==> config.mk <==
export PLATFORM = sky130hd
export DESIGN_NAME = cse_ctrl
export DESIGN_NICKNAME = d
export VERILOG_FILES = /design/src/hw/rtl/cse_pkg.sv /design/src/hw/rtl/cse_ctrl.sv
export SDC_FILE = /design/constraint.sdc
export NUM_CORES = 1
export LEC_CHECK = 0
export ABC_AREA = 1
export CORE_MARGIN = 2
export CORE_UTILIZATION = 60
export CTS_BUF_LIST = sky130_fd_sc_hd__clkbuf_16
export CTS_CLUSTER_DIAMETER = 100
export CTS_CLUSTER_SIZE = 14
export DETAILED_ROUTE_END_ITERATION = 8
export DONT_BUFFER_PORTS = 1
export GPL_TIMING_DRIVEN = 0
export PLACE_DENSITY_LB_ADDON = 0.2
export SYNTH_ARGS = -nofsm -noshare
export SYNTH_HDL_FRONTEND = slang
export SYNTH_SLANG_ARGS = --single-unit
==> constraint.sdc <==
create_clock -name i_clk -period 3.7 [get_ports i_clk]
set_input_delay 0.37 -clock i_clk [delete_from_list [all_inputs] [get_ports i_clk]]
set_output_delay 0.37 -clock i_clk [all_outputs]
set_load 0.01 [all_outputs]
==> src/hw/rtl/cse_pkg.sv <==
// ----------------------------------------------------------------------------
// cse_pkg
// Shared widths and the controller-to-datapath command for the cosine
// similarity engine.
// ----------------------------------------------------------------------------
package cse_pkg;

    localparam int ElemW  = 16;
    localparam int DotW   = 44;
    localparam int MagW   = 43;
    localparam int ProdW  = 2 * MagW;      // mag_a * mag_b
    localparam int DsqW   = 2 * DotW;      // |dot|^2
    localparam int WideW  = 120;           // root search arithmetic
    localparam int QW     = 16;
    localparam int CntW   = 6;
    localparam int MulLast = DotW - 1;     // last shift-add step

    typedef struct packed {
        logic            load;      // capture input beat
        logic            prod;      // form element products
        logic            acc;       // saturating accumulate
        logic            mul_init;
        logic            mul_step;
        logic            srt_init;
        logic            srt_a;     // candidate increment
        logic            srt_b;     // compare and commit bit
        logic            finish;    // load result, clear accumulators
        logic [CntW-1:0] idx;
    } t_cmd;

    typedef struct packed {
        logic last;
    } t_stat;

endpackage

==> src/hw/rtl/cse_ctrl.sv <==
// ----------------------------------------------------------------------------
// cse_ctrl
// Sequencer: accept, product, accumulate, then on a last beat the shift-add
// products and the bit-by-bit root search, then result hand-off.
// ----------------------------------------------------------------------------
module cse_ctrl (
    input  logic          i_clk,
    input  logic          i_rst_n,
    input  logic          i_valid,
    output logic          o_ready,
    output logic          o_valid,
    input  logic          i_ready,
    input  cse_pkg::t_stat i_stat,
    output cse_pkg::t_cmd  o_cmd
);
    import cse_pkg::*;

    typedef enum logic [6:0] {
        S_IDLE = 7'b0000001,
        S_PROD = 7'b0000010,
        S_ACC  = 7'b0000100,
        S_MUL  = 7'b0001000,
        S_SRTA = 7'b0010000,
        S_SRTB = 7'b0100000,
        S_DONE = 7'b1000000
    } t_state;

    t_state          r_state, n_state;
    logic [CntW-1:0] r_cnt, n_cnt;
    logic            r_ovalid, n_ovalid;
    logic            w_free;

    assign w_free  = !r_ovalid || i_ready;
    assign o_ready = (r_state == S_IDLE);
    assign o_valid = r_ovalid;

    always_comb begin
        n_state  = r_state;
        n_cnt    = r_cnt;
        n_ovalid = r_ovalid && !i_ready;
        o_cmd    = '0;
        o_cmd.idx = r_cnt;
        unique case (r_state)
            S_IDLE: begin
                if (i_valid) begin
                    o_cmd.load = 1'b1;
                    n_state    = S_PROD;
                end
            end
            S_PROD: begin
                o_cmd.prod = 1'b1;
                n_state    = S_ACC;
            end
            S_ACC: begin
                o_cmd.acc = 1'b1;
                if (i_stat.last) begin
                    n_state = S_MUL;
                    n_cnt   = '0;
                end else begin
                    n_state = S_IDLE;
                end
            end
            S_MUL: begin
                o_cmd.mul_init = (r_cnt == '0);
                o_cmd.mul_step = (r_cnt != '0);
                o_cmd.idx      = r_cnt - CntW'(1);
                if (r_cnt == CntW'(MulLast + 1)) begin
                    n_state = S_SRTA;
                    n_cnt   = CntW'(QW - 1);
                end else begin
                    n_cnt = r_cnt + CntW'(1);
                end
                if (r_cnt == CntW'(MulLast + 1)) o_cmd.srt_init = 1'b1;
            end
            S_SRTA: begin
                o_cmd.srt_a = 1'b1;
                n_state     = S_SRTB;
            end
            S_SRTB: begin
                o_cmd.srt_b = 1'b1;
                if (r_cnt == '0) begin
                    n_state = S_DONE;
                end else begin
                    n_state = S_SRTA;
                    n_cnt   = r_cnt - CntW'(1);
                end
            end
            S_DONE: begin
                if (w_free) begin
                    o_cmd.finish = 1'b1;
                    n_ovalid     = 1'b1;
                    n_state      = S_IDLE;
                end
            end
            default: n_state = S_IDLE;
        endcase
    end

    always_ff @(posedge i_clk) begin
        if (!i_rst_n) begin
            r_state  <= S_IDLE;
            r_cnt    <= '0;
            r_ovalid <= 1'b0;
        end else begin
            r_state  <= n_state;
            r_cnt    <= n_cnt;
            r_ovalid <= n_ovalid;
        end
    end

    a_accept_to_prod: assert property (@(posedge i_clk) disable iff (!i_rst_n)
        (i_valid && o_ready) |=> (r_state == S_PROD))
        else $error("accepted beat did not start product step");
    a_no_overwrite: assert property (@(posedge i_clk) disable iff (!i_rst_n)
        o_cmd.finish |-> (!r_ovalid || i_ready))
        else $error("result loaded over a pending result");
    a_mul_bound: assert property (@(posedge i_clk) disable iff (!i_rst_n)
        (r_state == S_MUL) |-> (r_cnt <= CntW'(MulLast + 1)))
        else $error("shift-add counter overran");
    a_done_idle: assert property (@(posedge i_clk) disable iff (!i_rst_n)
        o_cmd.finish |=> (r_state == S_IDLE && r_ovalid))
        else $error("result hand-off did not return to idle");
endmodule

Word-level counts from Yosys, hierarchy flattened
Index checks and enable logic that the tools add are counted.

Word-level logic and storage cells: 50. Bits of input ports: 5. Register bits: 14. Output and inout bits: 17.

Muxes and demuxes: 23. Reduce and logical (&&, ||, !) cells: 9. Eq/ne operators: 13. Add/sub/neg operators: 2.

Operator list (count): 7-bit case mux with 7 select lines (1); 7-bit two-way mux (4); 6-bit two-way mux (4); 6-bit case mux with 3 select lines (1); 1-bit two-way mux (11); 2-bit inequality test, second input constant (5); 7-bit by 1-bit == test with 1-bit output, second input constant (1); 7-bit by 2-bit == test with 1-bit output, second input constant (1); 7-bit by 3-bit == test with 1-bit output, second input constant (1); 7-bit by 4-bit == test with 1-bit output, second input constant (1); 7-bit by 5-bit == test with 1-bit output, second input constant (1); 7-bit by 6-bit == test with 1-bit output, second input constant (1); 7-bit == test, second input constant (1); 6-bit by 1-bit adder with 6-bit output, second input constant (1); 6-bit == test, second input constant (1); 6-bit logical NOT (1); 3-bit AND reduction (2); 6-bit nonzero test (1); 6-bit by 1-bit subtractor with 6-bit output, second input constant (1); 4-bit two-way mux (1); 3-bit two-way mux (1); 3-bit nonzero test (1); 1-bit logical NOT (2); 1-bit logical AND (1); 1-bit logical OR (1).

Logic depth before layout (Yosys ltp)
Gate-level depths: netlist (run 1).

Depth after elaboration: 4. Mapped depth: 11.

Least setup slack after synthesis (run 1)
Ideal clock, no wire load.

Kind: register to output. Start point: reg r_cnt[0]. End point: out o_cmd[4] (netlist name). Buffers on the path: 0. Path slack: 2091 ps. Stages on the path, launching flop included: 7. Data arrival time: 1239 ps. Cell sequence: dfxtp_1 inv_1 ha_1 nand3_1 xor2_1 nand2_1 o21ai_0.

RTL lines: start: declaration (line cse_ctrl.sv:29) `logic [CntW-1:0] r_cnt, n_cnt;`; start signal: assignment (line cse_ctrl.sv:106) `r_cnt <= n_cnt;`; end: declaration (line cse_ctrl.sv:14) `output cse_pkg::t_cmd o_cmd`.

==> summary.txt, run 1 <==
Final Skew - 0.00729 ns
Setup-failing EPs final - 0
Most common cell after layout, fill and taps aside - nand2_1
Netlist cell types - 27
CTS sink count - 14
Antenna violations before repair - 0
Worst-path clk slew - 0.05 ns
Max Slew Vio Count - 0
Final worst slack - 1.67 ns
Met3 routed WL - 192 um
Final cycle utilization of the critical path - 0.548
Max incr delay on CP - 0.44 ns
CP arrival - 1.66 ns
Final HPWL from detailed placement - 2.04 mm
DR pass1 iterations - 4
Min-Delay Path Depth - 1
Area occupied by multi-input gates - 739 sq um
TritonCTS Buffers - 3
Setup tns final - 0 ns
Worst IR Drop VDD - 329 uV
Commonest non-fill, non-tap cells in the layout - 45 x nand2_1, 29 x nor2_1, 19 x inv_1
DR top layer - met4
Routed wire length - 2.74 mm
Layout area overhead - 9.68%
Drt via density - 5.34
DRT iter0 DRCs - 36
Synth warn - 0
Num ports - 22
Post CTS Setup Buffer Count - 0
Core area - 0.00176 sq mm
H-tree depth - 1
Synthesized instance count - 183
Dominant cell type by area after synthesis - dfxtp_1
DR WL/cell - 12.9 um
Critical Path End Type - output pin
Critical Path RT - 3.33 ns
CTS tree - built
Final instance area - 0.00125 sq mm
Outcome - finished, final reports clean
RSZ-0062 raised after global routing - false
Post-place setup slack - 1.94 ns
CTS resizes - 0
Met1 Routed Length - 1.16 mm
Worst min-delay path class - in2reg
# DRC - 0
Number of port buffers - 0
Final core utilization - 0.707
Root Driver - clkbuf_16
Min Tclk post-route - 2.03 ns
Met2 wire length - 1.36 mm
Detail Route Antenna Nets - 0
Layout cells sized above 1 - 0.187
Synthesized area - 0.00114 sq mm
Layout Cells excl Fill - 212
Final Hold Viols - 0
Register-to-Register Path Depth - 11
Synth area leaders - dfxtp_1 25%, nand2_1 15%, nor2_1 9.6%
Bufs on Longest Clock Path - 2
Global route overflow - 0
Filler cells - 165
Die W - 47.5 um
Gr usage total - 0.273
Register bit total from synthesis - 14
Max FO, Critical Path - 6
Placed Instances - 208
Fmax - 0.493 GHz
FF+latch area - 280 sq um
Vias in the first global route - 1034
Largest net degree at the start of global routing - 11
CP Class - reg2out
First-pass GRT wire length - 4.31 mm
Worst path slowest cell - dfxtp_1
DP Area - 0.00117 sq mm
Max_cap viols - 0
Initial Utilization - 0.645
Chip Height - 47.5 um
Leakage - 0.597 nW
Post-synth top area share - 0.246
Hold Buf Count CTS - 0
Worst-path cell chain - inv_1, ha_1, nand3_1, xor2_1, nand2_1, o21ai_0
# diodes - 0
Critical path launch point type - flip-flop
Sequential share of the synthesized area - 0.246
Die Area - 0.00226 sq mm
Slew margin rel. - 0.738
Mapped Nets - 190
Vias post-DR - 1132
Placer Congestion - 0.881
Synth Area per Inst - 6.21 sq um
Worst-Skew Late Latency - 0.25 ns
Pwr Density - 361 mW/mm^2
Worst Tran Pin Value - 0.389 ns
# rows - 15
Nets@finish - 195
power breakdown:
group          leakage [nW]  switching (W)  internal (W)  total (W)
logic                 0.445      0.0000540     0.0000224  0.0000765
clock network        0.0385      0.0000639      0.000143   0.000207
registers             0.113     0.00000866      0.000158   0.000167
total                 0.597       0.000127      0.000324   0.000450
layer usage:
metal,up-vias,GRT usage
met4,0,0.0811
met2,36,0.446
met1,514,0.349
li1,577,-
met3,5,0.0830
met5,-,0
metrics by stage:
step	hold WS (ns)	total power (W)
finish	0.211	0.000450
global route	0.210	0.000469
CTS	0.213	0.000452
detailed placement	0.467	0.000245
global placement	0.461	0.000241
floorplan	0.454	0.000231
flip-flops by register name, summed over array words and instances (netlist names):
register,count
r_cnt,6
r_state,7
o_valid,1
cell usage after synthesis, drive strengths merged:
library cell and count:
ha 2, nor3 3, o21ai 8, buf 2
dfxtp 14, nor3b 1, nor2 41, o211ai 1
xor2 5, nand3 15, nand4 3, inv 27
nand2 53, nand3b 2, o21a 1, xnor2 1
a21oi 4
logic make-up after synthesis:
family	share of synthesized area
flip-flops	0.246
AND/OR/NAND/NOR	0.513
XOR/XNOR	0.0462
AO/OA/AOI/OAI	0.0693
buffers and inverters	0.103
adder cells (fa/ha/maj)	0.0220
worst paths after layout:
| kind | slack (ns) | from | endpoint |
|---|---|---|---|
| worst max-delay path | 1.67 | r_cnt[0] | o_cmd[4] |
| worst max register to register | 1.97 | r_cnt[0] | r_cnt[4] |
| worst min-delay path | 0.21 | i_rst_n | r_state[0] |
| worst min register to register | 0.54 | r_state[6] | o_valid |
cell type report:
class	count	share of cell area
Clock buffer	3	0.0602
Multi-Input combinational cell	140	0.593
Inverter	27	0.0812
Tap cell	25	0.0251
Sequential cell	14	0.225
Buffer	2	0.0130
Clock inverter	1	0.00301
worst max-delay path: cells and delay by family (launching register included):
kind            cells  cell delay (ns)
fa+ha+maj           1             0.26
simple gates        2             0.22
flops               1             0.44
compound gates      1             0.15
xor+xnor            1             0.20
buf+inv             1             0.14
Note: power is estimated with default switching activity, not from simulation.
==> inputs of run 2 (changes only) <==
--- a/config.mk
+++ b/config.mk
@@ -5,9 +5,9 @@
 export SDC_FILE = /design/constraint.sdc
 export NUM_CORES = 1
 export LEC_CHECK = 0
-export ABC_AREA = 1
+export ABC_AREA = 0
 export CORE_MARGIN = 2
-export CORE_UTILIZATION = 60
+export CORE_UTILIZATION = 56
 export CTS_BUF_LIST = sky130_fd_sc_hd__clkbuf_16
 export CTS_CLUSTER_DIAMETER = 100
 export CTS_CLUSTER_SIZE = 14
==> constraint.sdc (replaced) <==
create_clock -name i_clk -period 1.66 [get_ports i_clk]
set_input_delay 0.166 -clock i_clk [delete_from_list [all_inputs] [get_ports i_clk]]
set_output_delay 0.166 -clock i_clk [all_outputs]
set_load 0.01 [all_outputs]
==> run 2 against run 1 <==
  * The run now ends with negative setup slack left
  * Utilization rose by 17 points
  * Critical path depth unchanged
  * Cell area increased by 34%
  * Register-to-register slack got worse by 2.1 ns
  * Worst hold slack worse by 0.14 ns
  * First-iteration DRC count grew 140%
  * Worst setup slack worse by 1.8 ns
==> summary.txt, run 2 <==
Outcome - finished, violations left
Failing checks - negative setup slack
Max Slew Vio Count - 0
# DRC - 0
RR Endpoint - r_cnt[0]
Critical Path Start - r_cnt[0]
Synth area leaders - dfxtp_1 25%, nor2b_1 5.1%, o21ai_0 4.1%
Routed wire length - 3.92 mm
Worst R2R Setup Slack - -0.18 ns
Nets@finish - 178
Detail Route Antenna Nets - 0
Final instance area - 0.00167 sq mm
CP arrival - 1.67 ns
Synthesized instance count - 145
H-tree depth - 1
Dominant cell type by area after synthesis - dfxtp_1
FF+latch area - 300 sq um
Most common cell after layout, fill and taps aside - buf_4
Worst IR Drop VDD - 1070 uV
DR pass1 iterations - 5
TritonCTS Buffers - 3
Layout area overhead - 51.1%
Vias post-DR - 1302
Filler cells - 90
Gr usage total - 0.315
Root Driver - clkbuf_16
Min Hold Slack - 0.0713 ns
Sequential share of the synthesized area - 0.253
Max incr delay on CP - 0.40 ns
Chip Height - 48.4 um
CTS tree - built
CP Class - reg2out
Worst-Skew Late Latency - 0.24 ns
DRT iter0 DRCs - 87
Vias in the first global route - 1184
Final Hold Viols - 0
DR WL/cell - 19.9 um
FFs w/ async S/R, synth - 0
Synth Area per Inst - 7.63 sq um
Pwr Density - 542 mW/mm^2
Final HPWL from detailed placement - 2.00 mm
Leakage - 0.649 nW
Max FO, Critical Path - 2
Slew margin rel. - 0.680
Global route overflow - 0
Die W - 48.4 um
Min Tclk post-route - 1.84 ns
Biggest register - r_state
Worst-path clk slew - 0.05 ns
Worst-path cell chain - inv_4, ha_4, or3b_4, buf_4, nor2_4, xor2_2
Num ports - 22
Max_cap viols - 0
Largest net degree at the start of global routing - 11
Post-synth top area share - 0.253
CTS sink count - 14
Critical Path RT - 1.49 ns
Drt via density - 6.61
Fmax - 0.544 GHz
Die Area - 0.00235 sq mm
Synth cell count leaders - 14 x dfxtp_1, 12 x nand2_1, 9 x inv_1, 9 x nor2b_1, 9 x o21ai_0
Register-to-Register Path Depth - 8
Synth warn - 0
Number of enable flip-flop cells after synthesis - 0
# rows - 16
Netlist cell types - 49
DP Area - 0.00117 sq mm
Bufs on Longest Clock Path - 2
Number of port buffers - 0
# diodes - 0
Layout cells sized above 1 - 0.488
Critical Path End Type - output pin
Ys flop type - dfxtp_1
Worst path slowest cell - or3b_4
First-pass GRT wire length - 5.81 mm
RSZ-0062 raised after global routing - true
Placer Congestion - 0.875
FF-to-FF Start - r_cnt[0]
Register bit total from synthesis - 14
Area occupied by multi-input gates - 990 sq um
Setup-failing EPs final - 15
Count leader, synth - dfxtp_1
Worst Tran Pin Value - 0.475 ns
Final worst slack - -0.178 ns
Synthesized area - 0.00111 sq mm
Final Skew - 0.000744 ns
Antenna violations before repair - 0
Initial Utilization - 0.582
Commonest non-fill, non-tap cells in the layout - 16 x buf_4, 8 x nor2b_1, 8 x nand2_1
Final cycle utilization of the critical path - 1.11
Core area - 0.00190 sq mm
Max FFs per register - 7
Worst Setup EP - o_cmd[4]
Worst min-delay path class - in2reg
Mapped Nets - 152
Critical path launch point type - flip-flop
==> run 2: cells by family after synthesis <==
logic type | share of synthesized area
xor gates and xnor gates | 0.0554
adders and majority gates | 0.0226
DFF | 0.253
AOI/OAI and AO/OA | 0.223
and+or+nand+nor | 0.354
muxes | 0.0181
buffers and inverters | 0.0735
==> run 2: metal layers <==
metal,routed length (um),GRT usage,vias to the layer above
met4,69,0.0476,0
met2,1910,0.521,102
met3,402,0.0617,12
met1,1530,0.437,619
li1,-,-,569
met5,0,0,-
==> run 2: stage by stage <==
stage / std cells / TNS, ns / worst slack, ns / total power (W) / utilization
after CTS: 191 / -1.24 / -0.169 / 0.000883 / 0.813
after floorplan: 145 / -0.315 / -0.127 / 0.000406 / -
after detailed placement: 172 / -3.13 / -0.278 / 0.000418 / 0.614
after global routing: 197 / -2.36 / -0.217 / 0.000936 / 0.879
final: 197 / -1.45 / -0.178 / 0.000906 / 0.879
after global placement: 172 / -2.76 / -0.246 / 0.000416 / 0.614
==> run 2: area by class of cell <==
cell class | instances | share of cell area
Buffer | 7 | 0.0240
Timing Repair Buffer | 23 | 0.115
Multi-Input combinational cell | 113 | 0.592
Inverter | 9 | 0.0217
Clock buffer | 3 | 0.0449
Tap cell | 27 | 0.0202
Sequential cell | 14 | 0.180
Clock inverter | 1 | 0.00225
==> run 2: timing repair <==
item                       in CTS  in global routing
setup endpoints to repair      22                 24
hold buffers                    0                  0
gates resized for setup        41                 25
buffers inserted               15                  7
pin swaps                      13                 10
cloned                          1                  0
==> run 2: worst max-delay path: cells and delay by family, from the launching register on <==
| family | cells | cell delay [ns] |
|---|---|---|
| simple gates | 2 | 0.52 |
| flops | 1 | 0.34 |
| buf+inv | 2 | 0.23 |
| xor+xnor | 1 | 0.22 |
| fa+ha+maj | 1 | 0.12 |
==> run 2: worst min-delay path by stage <==
stage / endpoint / slack [ns] / from / depth (start not counted)
CTS: r_state[3] / 0.07 / i_stat / 2
detailed placement: r_state[1] / 0.32 / i_valid / 1
floorplan: r_cnt[4] / 0.31 / i_rst_n / 2
global placement: r_state[1] / 0.32 / i_valid / 1
global route: r_state[1] / 0.07 / i_valid / 1
finish: r_state[1] / 0.07 / i_valid / 1
==> run 2: power breakdown <==
| group | leakage (nW) | total [W] | switching (W) | internal (W) |
|---|---|---|---|---|
| combinational | 0.493 | 0.0000964 | 0.0000543 | 0.0000421 |
| sequential | 0.118 | 0.000351 | 0.0000128 | 0.000338 |
| clock | 0.0385 | 0.000459 | 0.000140 | 0.000319 |
| total | 0.649 | 0.000906 | 0.000207 | 0.000699 |
